$ cat src/rtl/saes_pkg.sv
// s-aes package: s-boxes, gf(2^4) arithmetic, round functions, key schedule
// no dependencies
package saes_pkg;

    typedef struct packed {
        logic [15:0] rk0;
        logic [15:0] rk1;
        logic [15:0] rk2;
    } round_keys_t;

    localparam logic KIND_ENCRYPT = 1'b0;
    localparam logic KIND_DECRYPT = 1'b1;

    localparam logic [7:0] RCON1 = 8'h80;
    localparam logic [7:0] RCON2 = 8'h30;

    localparam logic [3:0] MIX_ENC_A = 4'h1;
    localparam logic [3:0] MIX_ENC_B = 4'h4;
    localparam logic [3:0] MIX_DEC_A = 4'h9;
    localparam logic [3:0] MIX_DEC_B = 4'h2;

    localparam logic [4:0] GF_POLY = 5'h13;

    localparam logic [3:0] SBOX_FWD [16] = '{
        4'h9, 4'h4, 4'hA, 4'hB, 4'hD, 4'h1, 4'h8, 4'h5,
        4'h6, 4'h2, 4'h0, 4'h3, 4'hC, 4'hE, 4'hF, 4'h7
    };

    localparam logic [3:0] SBOX_INV [16] = '{
        4'hA, 4'h5, 4'h9, 4'hB, 4'h1, 4'h7, 4'h8, 4'hF,
        4'h6, 4'h0, 4'h2, 4'h3, 4'hC, 4'h4, 4'hD, 4'hE
    };

    // multiply in gf(2^4) modulo x^4+x+1
    function automatic logic [3:0] gf4_mul(input logic [3:0] a, input logic [3:0] b);
        logic [3:0] acc;
        logic [4:0] x;
        acc = 4'h0;
        x   = {1'b0, a};
        for (int i = 0; i < 4; i++)
        begin
            if (b[i])
            begin
                acc = acc ^ x[3:0];
            end
            x = {x[3:0], 1'b0};
            if (x[4])
            begin
                x = x ^ GF_POLY;
            end
        end
        return acc;
    endfunction

    function automatic logic [15:0] sub_nib(input logic [15:0] v, input logic inv);
        logic [15:0] r;
        r = 16'h0;
        for (int i = 0; i < 4; i++)
        begin
            r[4*i +: 4] = inv ? SBOX_INV[v[4*i +: 4]] : SBOX_FWD[v[4*i +: 4]];
        end
        return r;
    endfunction

    // keep nibbles 0 and 2, swap nibbles 1 and 3
    function automatic logic [15:0] shift_rows(input logic [15:0] v);
        return {v[15:12], v[3:0], v[7:4], v[11:8]};
    endfunction

    // matrix [a b; b a] on each column
    function automatic logic [15:0] mix_cols(input logic [15:0] v, input logic [3:0] a,
                                             input logic [3:0] b);
        logic [3:0] m0;
        logic [3:0] m1;
        logic [3:0] m2;
        logic [3:0] m3;
        m0 = gf4_mul(a, v[15:12]) ^ gf4_mul(b, v[11:8]);
        m1 = gf4_mul(b, v[15:12]) ^ gf4_mul(a, v[11:8]);
        m2 = gf4_mul(a, v[7:4]) ^ gf4_mul(b, v[3:0]);
        m3 = gf4_mul(b, v[7:4]) ^ gf4_mul(a, v[3:0]);
        return {m0, m1, m2, m3};
    endfunction

    function automatic logic [7:0] key_g(input logic [7:0] w, input logic [7:0] rcon);
        logic [7:0] rot;
        rot = {w[3:0], w[7:4]};
        return {SBOX_FWD[rot[7:4]], SBOX_FWD[rot[3:0]]} ^ rcon;
    endfunction

    function automatic round_keys_t expand_key(input logic [15:0] key);
        logic [7:0] w2;
        logic [7:0] w3;
        logic [7:0] w4;
        logic [7:0] w5;
        round_keys_t rk;
        w2 = key[15:8] ^ key_g(key[7:0], RCON1);
        w3 = w2 ^ key[7:0];
        w4 = w2 ^ key_g(w3, RCON2);
        w5 = w4 ^ w3;
        rk.rk0 = key;
        rk.rk1 = {w2, w3};
        rk.rk2 = {w4, w5};
        return rk;
    endfunction

endpackage

$ cat src/rtl/saes_key_sched.sv
// s-aes key schedule: expands a written key into three registered round keys
// depends on saes_pkg
module saes_key_sched (
    input  logic                   clk,
    input  logic                   rst_n,
    input  logic                   cfg_valid,
    input  logic                   cfg_ready,
    input  logic [15:0]            cipher_key,
    output saes_pkg::round_keys_t  round_keys
);

    saes_pkg::round_keys_t rk_reg;
    saes_pkg::round_keys_t rk_next;

    always_comb
    begin
        rk_next = rk_reg;
        if (cfg_valid && cfg_ready)
        begin
            rk_next = saes_pkg::expand_key(cipher_key);
        end
    end

    always_ff @(posedge clk or negedge rst_n)
    begin
        if (!rst_n)
        begin
            rk_reg <= saes_pkg::expand_key(16'h0000);
        end
        else
        begin
            rk_reg <= rk_next;
        end
    end

    assign round_keys = rk_reg;

endmodule

$ cat src/rtl/saes_cipher.sv
// s-aes two-round cipher pass, encrypt or decrypt, one block per cycle
// depends on saes_pkg
module saes_cipher (
    input  logic                   kind,
    input  logic [15:0]            block_in,
    input  saes_pkg::round_keys_t  round_keys,
    output logic [15:0]            block_out
);

    logic [15:0] enc_r1;
    logic [15:0] enc_r2;
    logic [15:0] enc_out;
    logic [15:0] dec_r1;
    logic [15:0] dec_r2;
    logic [15:0] dec_out;

    // encryption path
    assign enc_r1  = saes_pkg::shift_rows(saes_pkg::sub_nib(block_in ^ round_keys.rk0, 1'b0));
    assign enc_r2  = saes_pkg::mix_cols(enc_r1, saes_pkg::MIX_ENC_A, saes_pkg::MIX_ENC_B)
                     ^ round_keys.rk1;
    assign enc_out = saes_pkg::shift_rows(saes_pkg::sub_nib(enc_r2, 1'b0)) ^ round_keys.rk2;

    // decryption path
    assign dec_r1  = saes_pkg::sub_nib(saes_pkg::shift_rows(block_in ^ round_keys.rk2), 1'b1)
                     ^ round_keys.rk1;
    assign dec_r2  = saes_pkg::mix_cols(dec_r1, saes_pkg::MIX_DEC_A, saes_pkg::MIX_DEC_B);
    assign dec_out = saes_pkg::sub_nib(saes_pkg::shift_rows(dec_r2), 1'b1) ^ round_keys.rk0;

    assign block_out = (kind == saes_pkg::KIND_DECRYPT) ? dec_out : enc_out;

endmodule

$ cat src/rtl/simplified_aes_block_cipher_top.sv
// simplified aes (16-bit block, 16-bit key) cipher top level
// depends on saes_pkg, saes_key_sched, saes_cipher
//
// Takes one block per cycle while the output is not stalled: an accepted item
// is captured in an input register, passes one combinational
// two-round cipher (encrypt or decrypt chosen by kind), and lands in the result
// register. With out_ready held high the throughput is one item per cycle; a
// stalled result holds in the result register while one more item waits in the
// input register. Writing cipher_key expands it into the round keys at the
// write edge, so items accepted at that edge or later use the new key.
// cfg_ready is always high. After reset the key is zero.
module simplified_aes_block_cipher_top (
    input  logic        clk,
    input  logic        rst_n,
    input  logic        cfg_valid,
    output logic        cfg_ready,
    input  logic [15:0] cipher_key,
    input  logic        in_valid,
    output logic        in_ready,
    input  logic        kind,
    input  logic [15:0] block_in,
    output logic        out_valid,
    input  logic        out_ready,
    output logic [15:0] block_out
);

    saes_pkg::round_keys_t round_keys;

    logic        s1_valid_reg;
    logic        s1_valid_next;
    logic        s1_kind_reg;
    logic [15:0] s1_block_reg;
    logic        out_valid_reg;
    logic        out_valid_next;
    logic [15:0] out_block_reg;
    logic [15:0] cipher_result;
    logic        s1_advance;
    logic        in_accept;

    assign cfg_ready = 1'b1;

    saes_key_sched u_key_sched (
        .clk        (clk),
        .rst_n      (rst_n),
        .cfg_valid  (cfg_valid),
        .cfg_ready  (cfg_ready),
        .cipher_key (cipher_key),
        .round_keys (round_keys)
    );

    saes_cipher u_cipher (
        .kind       (s1_kind_reg),
        .block_in   (s1_block_reg),
        .round_keys (round_keys),
        .block_out  (cipher_result)
    );

    assign s1_advance = !out_valid_reg || out_ready;
    assign in_ready   = !s1_valid_reg || s1_advance;
    assign in_accept  = in_valid && in_ready;

    always_comb
    begin
        s1_valid_next  = s1_valid_reg;
        out_valid_next = out_valid_reg;
        if (s1_advance)
        begin
            out_valid_next = s1_valid_reg;
        end
        if (in_ready)
        begin
            s1_valid_next = in_valid;
        end
    end

    always_ff @(posedge clk or negedge rst_n)
    begin
        if (!rst_n)
        begin
            s1_valid_reg  <= 1'b0;
            out_valid_reg <= 1'b0;
        end
        else
        begin
            s1_valid_reg  <= s1_valid_next;
            out_valid_reg <= out_valid_next;
        end
    end

    // payload registers
    always_ff @(posedge clk)
    begin
        if (in_accept)
        begin
            s1_kind_reg  <= kind;
            s1_block_reg <= block_in;
        end
        if (s1_advance && s1_valid_reg)
        begin
            out_block_reg <= cipher_result;
        end
    end

    assign out_valid = out_valid_reg;
    assign block_out = out_block_reg;

endmodule

$ cat config.mk
export PLATFORM = sky130hd
export DESIGN_NAME = simplified_aes_block_cipher_top
export DESIGN_NICKNAME = d
export VERILOG_FILES = /design/src/rtl/saes_pkg.sv /design/src/rtl/saes_key_sched.sv /design/src/rtl/saes_cipher.sv /design/src/rtl/simplified_aes_block_cipher_top.sv
export SDC_FILE = /design/constraint.sdc
export NUM_CORES = 1
export LEC_CHECK = 0
export BUFFER_PORTS_ARGS = -buffer_cell sky130_fd_sc_hd__buf_2
export CAP_MARGIN = 20
export CORE_MARGIN = 3
export CORE_UTILIZATION = 45
export CTS_CLUSTER_DIAMETER = 60
export DETAILED_ROUTE_END_ITERATION = 8
export PLACE_DENSITY = 0.66
export SYNTH_ARGS = -nofsm -noshare
export SYNTH_HDL_FRONTEND = slang
export SYNTH_SLANG_ARGS = --single-unit
$ cat constraint.sdc
create_clock -name clk -period 4.1 [get_ports clk]
set_input_delay 0.615 -clock clk [delete_from_list [all_inputs] [get_ports clk]]
set_output_delay 0.615 -clock clk [all_outputs]
set_load 0.03 [all_outputs]
* Word level (Yosys, flattened, before mapping) *
Memories as Yosys holds them, arrays and structs flattened.
Index checks and enable logic that the tools add are counted.
W data, S select, Z words.

cells by class
  $add $sub $neg = 0
  bitwise operators = 88
  reduce and logical (&&, ||, !) cells = 6
  $mul = 0
  muxes and demuxes = 105
  shifts and indexed selects = 0
  equality and inequality tests = 0
  div/mod/pow operators = 0
  magnitude comparators = 20

operators by type and width
  operator              count
  $mux W4               56
  $ge A5 B5 Y1 const B  20
  $not A4 Y5            20
  $xor A16 B16 Y16      6
  $mux W3               20
  $mux W2               20
  $xor A4 B4 Y4         8
  $xor A8 B8 Y8         4
  $not A2 Y2            13
  $not A1 Y1 const A    24
  $mux W16              1
  $not A1 Y1            13
  $mux W1               8
  $logic_and A1 B1 Y1   2
  $logic_not A1 Y1      2
  $logic_or A1 B1 Y1    2

storage, ports and cells
  bits in latches = 0
  bits in writable memories = 0
  logic and storage cells = 247
  register bits = 83
  memories kept = 20
  bits in read-only memories = 1,280

memories
  memory            words  width  rd ports  clocked after memory_dff  wr ports  RTL line        RTL
  (name not given)  16     4      1         0                         0         saes_pkg.sv:60  r[4*i +: 4] = inv ? SBOX_INV[v[4*i +: 4]] : SBOX_FWD[v[4*i +: 4]];
  (name not given)  16     4      1         0                         0         saes_pkg.sv:60
  (name not given)  16     4      1         0                         0         saes_pkg.sv:60
  (name not given)  16     4      1         0                         0         saes_pkg.sv:60
  (name not given)  16     4      1         0                         0         saes_pkg.sv:60
  (name not given)  16     4      1         0                         0         saes_pkg.sv:60
  +14 memories      n/a    n/a    n/a       n/a                       n/a       n/a

* Longest topological paths before layout *
Gate-level depths: netlist of run 1.

  word-level depth = 19
  gate-level depth with buffers = 16

* By module *
From an unflattened synthesis of run 1, not the netlist that was laid out.

unflattened totals
  cells, all modules = 836
  area total of the unflattened synthesis = 8,565.7 µm²

by module, submodules not included
  module                           times used  sequential area each (µm²)  area an instance (µm²)  cells each
  saes_cipher                      1           0.0                         4,604.4                 529
  saes_key_sched                   1           1,214.9                     2,855.2                 264
  simplified_aes_block_cipher_top  1           1,041.0                     1,106.1                 43

* Worst setup path before layout of run 1 *
Ideal clock, no wire load.

  path type = reg2reg
  start point = reg u_key_sched.rk_reg, in the netlist u_key_sched.round_keys[4]
  end point = reg out_block_reg[8], in the netlist block_out[8], data pin
  period minus slack after synthesis = 3.816 ns
  buffers on the path = 0
  data arrival time = 3.536 ns
  cell stages (with the launch flop) = 14
  slack = 0.284 ns
  setup time = 0.279 ns
  path through = dfstp_2 > xor2_1 > inv_1 > ha_1 > mux4_2 > xnor2_4 > xor2_4 > xnor2_1 > inv_1 > ha_1 > mux4_2 > xnor2_1 > nor2_1 > a21oi_1

between the ends
  word-level cells in the longest chain between the ends = 18

RTL lines
  what                                          RTL line                                RTL
  start: declaration                            saes_key_sched.sv:12                    saes_pkg::round_keys_t rk_reg;
  start signal: assignment                      saes_key_sched.sv:28                    rk_reg <= saes_pkg::expand_key(16'h0000);
  start signal: assignment                      saes_key_sched.sv:32                    rk_reg <= rk_next;
  $xor A16 B16 Y16 *                            saes_cipher.sv:24                       assign dec_r1 = saes_pkg::sub_nib(saes_pkg::shift_rows(block_in ^ round_keys.rk2), 1'b1)
  $not A4 Y5 (implied by the code) *            saes_pkg.sv:60
  $mem_v2 Z16 W4 *                              n/a
  $mux W4 (implied by the code) * (2 in a row)  saes_pkg.sv:60
  $xor A16 B16 Y16 *                            saes_cipher.sv:25                       ^ round_keys.rk1;
  $mux W2                                       saes_pkg.sv:42                          if (b[i])
  $mux W3                                       saes_pkg.sv:42
  $mux W4                                       saes_pkg.sv:42
  $not A2 Y2 (no source line)                   n/a
  $mux W2                                       saes_pkg.sv:42
  $xor A4 B4 Y4 *                               saes_pkg.sv:80                          m3 = gf4_mul(b, v[7:4]) ^ gf4_mul(a, v[3:0]);
  $not A4 Y5 (implied by the code) *            saes_pkg.sv:60
  $mem_v2 Z16 W4 *                              n/a
  $mux W4 (implied by the code) * (2 in a row)  saes_pkg.sv:60
  $xor A16 B16 Y16 *                            saes_cipher.sv:27                       assign dec_out = saes_pkg::sub_nib(saes_pkg::shift_rows(dec_r2), 1'b1) ^ round_keys.rk0;
  $mux W16 *                                    saes_cipher.sv:29                       assign block_out = (kind == saes_pkg::KIND_DECRYPT) ? dec_out : enc_out;
  net cipher_result[8]                          simplified_aes_block_cipher_top.sv:36   logic [15:0] cipher_result;
  end signal: assignment                        simplified_aes_block_cipher_top.sv:100  out_block_reg <= cipher_result;
  end: declaration                              simplified_aes_block_cipher_top.sv:35   logic [15:0] out_block_reg;

Mark *: on every way through the listed nets, which the timed path passes. The rest lies on a longest branch. The select of a mux whose other input is x is not followed.
A chain may end at the register's enable or synchronous reset.

* Worst setup path after layout of run 1 *
  start point = reg s1_block_reg[5]
  end point = reg out_block_reg[4], in the netlist block_out[4], data pin

between the ends
  word-level cells in the longest chain between the ends = 18
  elaborated cells on any way between the ends = 34
  classes of those cells = mux: 17; bitwise: 13; memory: 4

RTL lines
  what                                        RTL line                               RTL
  start: declaration                          simplified_aes_block_cipher_top.sv:32  logic [15:0] s1_block_reg;
  start signal: assignment                    simplified_aes_block_cipher_top.sv:96  s1_block_reg <= block_in;
  $xor A16 B16 Y16                            saes_cipher.sv:24
  $not A4 Y5 (implied by the code)            saes_pkg.sv:60
  $mem_v2 Z16 W4                              n/a
  $mux W4 (implied by the code) (2 in a row)  saes_pkg.sv:60
  $xor A16 B16 Y16                            saes_cipher.sv:25
  $mux W4                                     saes_pkg.sv:42
  $not A1 Y1 (no source line)                 n/a
  $mux W1                                     saes_pkg.sv:42
  $mux W2                                     saes_pkg.sv:42
  $mux W3                                     saes_pkg.sv:42
  $xor A4 B4 Y4                               saes_pkg.sv:79                         m2 = gf4_mul(a, v[7:4]) ^ gf4_mul(b, v[3:0]);
  $not A4 Y5 (implied by the code)            saes_pkg.sv:60
  $mem_v2 Z16 W4                              n/a
  $mux W4 (implied by the code) (2 in a row)  saes_pkg.sv:60
  $xor A16 B16 Y16                            saes_cipher.sv:27
  $mux W16 *                                  saes_cipher.sv:29
  net cipher_result[4]                        simplified_aes_block_cipher_top.sv:36

Marked as above.

==> impl_metrics.py, run 1 <==
metrics = {
    "sta": {
        "fin_crit_sh_pct": 93.4,
        "final.min_clock_period_ns": 3.83,
        "slew_viol_final": 0,
        "whs_ns": 0.348,
        "clock_skew_ns": 0.00727,
        "setup_viol": 0,
        "tightest_slew_ns": 0.892,
        "hold_violations": 0,
        "relSlewSlack_pct": 40.5,
        "fmax_ghz": 0.261,
    },
    "layout": {
        "largest_reg_flops": 48,
        "layout_commonest_cell": "ha_1",
        "final_util_pct": 53.8,
        "drive_above_1_share_pct": 23.2,
        "area.growth.synth_to_final_pct": 14.9,
        "fill_cells": 1609,
        "mostFrequentLayoutCells": "119 x ha_1, 84 x xnor2_1, 67 x xor2_1",
        "antennaDiodeCount": 0,
        "finalNetCount": 1050,
    },
    "floorplanning": {
        "num_io_pins": 57,
        "rows": 48,
        "initial_core_util_pct": 46.8,
        "die_w_um": 142,
        "die-area_um2": 20000,
        "core_region_area_um2": 17700,
        "die_y_um": 142,
    },
    "synthesis": {
        "async_reset_ff_share_pct": 60.2,
        "synth.avg_cell_area_um2": 10.4,
        "synth_cell_types": 63,
        "syn_nets": 955,
        "synth_area_leaders": "ha_1 18%, edfxtp_1 12%, dfrtp_1 12%",
        "netlist_instances": 798,
        "yosys_warnings": 0,
        "synth_top_area_share_pct": 18.0,
        "synth_area_um2": 8260,
        "synth_edf_count": 33,
        "synthFlopType": "dfrtp_1",
        "synth_largest_area_cell": "ha_1",
        "yosysSeqAreaShare_pct": 27.3,
        "ys_ff_latch": 83,
    },
    "worst_setup_path": {
        "rr_startpoint": "s1_block_reg[5]",
        "start_kind": "flip-flop",
        "regToRegEndpoint": "block_out[4]",
        "endpoint": "block_out[4]",
        "crit_chain": "xor2_1 -> inv_1 -> ha_1 -> mux4_2 -> xnor2_4 -> a21oi_1 -> nor2b_1 -> inv_2 -> ha_1 -> mux4_1 -> xnor2_1 -> nand2_1 -> o21ai_0",
        "max_stage_delay_ns": 0.54,
        "crit_path_end_kind": "flip-flop",
        "critPathTopFamily": "multiplexers",
        "cpMostUsedCell": "ha_1",
        "critical_path_depth": 13,
        "critPathLaunch": "s1_block_reg[5]",
        "critPathBufInv": 2,
        "reg2reg_setup_slack_ns": 0.27,
        "cp.required_ns": 4.18,
        "crit_type": "flip-flop to flip-flop",
        "reg2reg_depth": 13,
        "critPathMaxFanout": 6,
        "slowest_stage": "mux4_1",
        "worstPathArrival_ns": 3.91,
    },
    "outcome": {
        "outcome": "completed",
    },
    "global_routing": {
        "antenna_found_initial": 0,
        "track_usage_pct": 19.5,
        "grt_max_degree": 40,
        "grt_pass1_vias": 5754,
        "gr-total-overflow": 0,
        "grt_pass1_wl_um": 30900,
    },
    "clock_network": {
        "ctsHoldBuffers": 0,
        "htree_levels": 3,
        "tritoncts": "done",
        "clk_path_buf_depth": 2,
        "postCtsSetupRepairBufs": 0,
        "cts-root-buf": "clkbuf_16",
        "cts_made_buffers": 9,
        "clkLatencyLatePin_ns": 0.35,
        "cts.clk_slew.worst_paths_ns": 0.07,
        "clkSinkCount": 83,
    },
    "detailed_routing": {
        "viasPerCell": 5.26,
        "top_layer": "met4",
        "vias": 5906,
        "met3_length_um": 844,
        "wl_met2_um": 8350,
        "wl_met1_um": 9660,
        "drt_iter0_drc": 375,
        "routedWlPerCell_um": 17.0,
        "firstDrtPassIters": 6,
        "ant_nets": 0,
        "wl_um": 19100,
        "drc": 0,
    },
    "flow_run": {
        "cap_viol_max_count": 0,
    },
    "placement": {
        "portBuffers": 55,
        "place.gp.congestion": 0.879,
        "dpl.hpwl_um": 14900,
    },
    "min_path": {
        "hp-class": "input port to async pin",
    },
}
metrics by stage:
step                instances  cell area [µm²]  worst slack, ns  setup TNS, ns
floorplan                 798             8260            0.284              0
global placement         1106             9080            0.236              0
detailed placement       1106             9080            0.156              0
CTS                      1122             9420            0.128              0
global route             1123             9490        -0.000226      -0.000226
finish                   1123             9490            0.269              0
cell usage after synthesis, drive strengths merged (2+ instances only):
cell	n
xnor2	98
and3	3
nand2b	4
a22oi	4
nor2b	5
nand3b	6
xor2	73
a211o	2
mux2i	32
o21a	2
mux2	44
nand3	13
or3	8
o211ai	4
inv	67
nor3b	4
a31oi	11
buf	5
o221ai	3
mux4	15
nor2	30
dfstp	11
o21ai	24
ha	119
a21oi	33
a311oi	2
o22ai	9
dfrtp	39
and3b	3
nor3	19
and4	2
clkbuf	9
nand2	34
o31ai	4
edfxtp	33
and2	7
cell type report:
class	count	area, µm²	share of cell area, %
flip-flops and latches	83	2260	23.8
repair buffers	98	606	6.38
clock buffers	14	308	3.24
multi-input cells	633	5750	60.6
clock inverters	2	35.0	0.369
inverters	68	255	2.69
well taps	225	282	2.97
cells by family after synthesis:
logic type	Yosys count	synth area share (%)
AOI/OAI and AO/OA	110	8.36
xor gates and xnor gates	172	20.0
adders and majority gates	119	18.0
buffers and inverters	82	3.78
DFF	83	27.3
muxes	91	14.0
other	1	0.0454
and+or+nand+nor	140	8.54
layer usage:
metal / up-vias / GRT usage (%)
met5: - / 0
met4: 0 / 4.14
met3: 21 / 2.49
met2: 122 / 30.4
met1: 2811 / 29.2
li1: 2952 / -
worst min-delay path by stage:
stage	start	end	slack, ns	depth (start not counted)
6_report	rst_n	u_key_sched.round_keys[12]	0.35	1
3_3_place_gp	s1_valid_reg	out_valid	0.47	1
2_1_floorplan	rst_n	out_valid	0.32	0
4_1_cts	rst_n	u_key_sched.round_keys[12]	0.37	1
3_5_place_dp	s1_valid_reg	out_valid	0.49	1
5_1_grt	rst_n	u_key_sched.round_keys[12]	0.40	1
worst register-to-register path, delay by kind of cell (launching register included):
kind / cells / cell delay, ns
muxes: 2 / 1.06
DFF: 1 / 0.41
AOI/OAI and AO/OA: 2 / 0.18
buffers and inverters: 2 / 0.29
and+or+nand+nor: 2 / 0.41
xor gates and xnor gates: 3 / 0.82
adders and majority gates: 2 / 0.40
what timing repair did:
action / 4_1_cts / 5_1_grt
setup endpoints to repair: 0 / 9
endpoints found under the hold margin: 0 / 0
gates resized for setup: 0 / 7
Power of run 1 is left out: the tool's default activity adds up to more than one toggle a clock period on the data nets, which glitch-free logic cannot reach.
==> run 2: changes to the inputs <==
Settings changed: SYNTH_HIERARCHICAL from default to 1.
==> impl_metrics.py, run 2 <==
metrics = {
    "detailed_routing": {
        "firstDrtPassIters": 4,
        "vias": 6126,
        "drc": 0,
        "ant_nets": 0,
        "routedWlPerCell_um": 17.1,
        "drt_iter0_drc": 305,
        "viasPerCell": 5.25,
        "wl_um": 19900,
    },
    "worst_setup_path": {
        "crit_type": "flip-flop to flip-flop",
        "regToRegEndpoint": "block_out[8]",
        "critPathMaxFanout": 5,
        "reg2reg_depth": 14,
        "start_kind": "flip-flop",
        "worstPathArrival_ns": 3.99,
        "cp.required_ns": 4.18,
        "rr_startpoint": "u_key_sched/round_keys[4]",
        "crit_path_end_kind": "flip-flop",
        "reg2reg_setup_slack_ns": 0.19,
    },
    "clock_network": {
        "ctsHoldBuffers": 0,
        "cts.clk_slew.worst_paths_ns": 0.07,
        "htree_levels": 3,
        "cts-root-buf": "clkbuf_16",
        "cts_made_buffers": 9,
        "clkSinkCount": 83,
        "clkLatencyLatePin_ns": 0.35,
        "clk_path_buf_depth": 2,
        "tritoncts": "done",
    },
    "floorplanning": {
        "core_region_area_um2": 18300,
        "die_y_um": 144,
        "num_io_pins": 57,
        "initial_core_util_pct": 46.7,
        "rows": 49,
        "die_w_um": 144,
        "die-area_um2": 20700,
    },
    "min_path": {
        "hp-class": "input port to async pin",
    },
    "placement": {
        "portBuffers": 55,
        "dpl.hpwl_um": 15600,
        "place.gp.congestion": 0.853,
    },
    "global_routing": {
        "grt_pass1_wl_um": 31800,
        "grt-busiest-layer": "met1",
        "antenna_found_initial": 0,
        "met2_usage_pct": 29.5,
        "grtUsageMet1_pct": 29.8,
        "grt_util_met3_pct": 2.80,
        "track_usage_pct": 19.8,
        "grt_max_degree": 83,
        "grt_pass1_vias": 5927,
        "gr-total-overflow": 0,
    },
    "sta": {
        "relSlewSlack_pct": 43.5,
        "tightest_slew_ns": 0.846,
        "clock_skew_ns": 0.00991,
        "final.min_clock_period_ns": 3.91,
        "rsz0062_at_grt": "true",
        "setup_viol": 0,
        "fmax_ghz": 0.256,
        "fin_crit_sh_pct": 95.3,
        "slew_viol_final": 0,
        "hold_violations": 0,
        "whs_ns": 0.289,
    },
    "outcome": {
        "outcome": "completed",
    },
    "synthesis": {
        "synth_edf_count": 33,
        "yosysMostFrequentCell": "ha_1",
        "async_reset_ff_share_pct": 60.2,
        "synth_area_leaders": "ha_1 18%, edfxtp_1 12%, dfrtp_1 11%",
        "synth_top_area_share_pct": 18.1,
        "synthFlopType": "dfrtp_1",
        "synth_largest_area_cell": "ha_1",
        "synth_cell_types": 76,
        "netlist_instances": 836,
        "yosysSeqAreaShare_pct": 26.3,
        "synth.avg_cell_area_um2": 10.2,
        "synth_area_um2": 8570,
        "ys_ff_latch": 83,
        "synth_common_cells": "124 x ha_1, 92 x xnor2_1, 75 x inv_1, 61 x nand2_1, 58 x xor2_1",
        "yosys_warnings": 6,
    },
    "layout": {
        "largest_reg_flops": 48,
        "multiInputGateArea_um2": 5990,
        "fill_cells": 1605,
        "layout_commonest_cell": "ha_1",
        "final_util_pct": 53.3,
        "antennaDiodeCount": 0,
        "finalNetCount": 1095,
        "mostFrequentLayoutCells": "124 x ha_1, 90 x xnor2_1, 74 x inv_1",
        "area.growth.synth_to_final_pct": 14.0,
        "ff_latch_area_um2": 2260,
        "drive_above_1_share_pct": 23.3,
    },
    "flow_run": {
        "cap_viol_max_count": 0,
    },
}
[run 2: cell type report]
cell class | instances | share of cell area (%)
multi-input combinational | 659 | 61.4
timing repair buffer | 103 | 6.71
sequential | 83 | 23.1
inverter | 77 | 2.96
clock buffer | 11 | 2.59
clock inverter | 5 | 0.359
tap | 229 | 2.93
[run 2: repair_timing]
action / CTS / global route
hold endpoints to repair: 0 / 0
setup endpoints to repair: 0 / 7
resized for setup: 0 / 11
buffers inserted: 0 / 1
[run 2: routing by layer]
layer,part of all wire (%),up-vias
met5,0,-
met4,1.7,0
met3,4.3,23
met2,43,131
met1,51,2923
li1,-,3049
[run 2: kinds of logic (layout without fill, tap and decap cells)]
family	Yosys count	after routing	synth area share, %
muxes	79	79	12.3
and+or+nand+nor	166	166	10.2
other	1	2	0.0438
AOI/OAI and AO/OA	120	120	9.39
buffers and inverters	95	196	4.57
xor gates and xnor gates	168	168	19.0
adders and majority gates	124	124	18.1
DFF	83	83	26.3
[run 2: worst max-delay path by stage]
stage | slack, ns | start | cells past startpoint | endpoint
after floorplan | 0.13 | u_key_sched/round_keys[4] | 15 | block_out[8]
after global placement | 0.18 | u_key_sched/round_keys[4] | 14 | block_out[8]
after detailed placement | 0.06 | u_key_sched/round_keys[4] | 14 | block_out[8]
after CTS | 0.04 | u_key_sched/round_keys[4] | 14 | block_out[8]
after global routing | -0.02 | u_key_sched/round_keys[4] | 14 | block_out[8]
final | 0.19 | u_key_sched/round_keys[4] | 14 | block_out[8]
[run 2: worst max-delay path: stages (launching register included)]
cell,delay [ns]
dfstp_2,0.58
xor2_2,0.21
inv_2,0.09
ha_1,0.19
mux4_2,0.47
xnor2_1,0.18
or3_4,0.42
and2_2,0.24
xnor2_4,0.21
inv_2,0.10
ha_1,0.20
mux4_1,0.49
xnor2_1,0.14
nand2_1,0.06
o21ai_0,0.08
[run 2: per-stage QoR]
stage	TNS [ns]	std cells	cell area, µm²	setup WS (ns)
global route	-0.0229	1167	9770	-0.0229
global placement	0	1149	9380	0.177
detailed placement	0	1150	9400	0.0577
floorplan	0	837	8570	0.129
CTS	0	1166	9690	0.0364
finish	0	1167	9770	0.193
Power of run 2 is left out for the same reason.
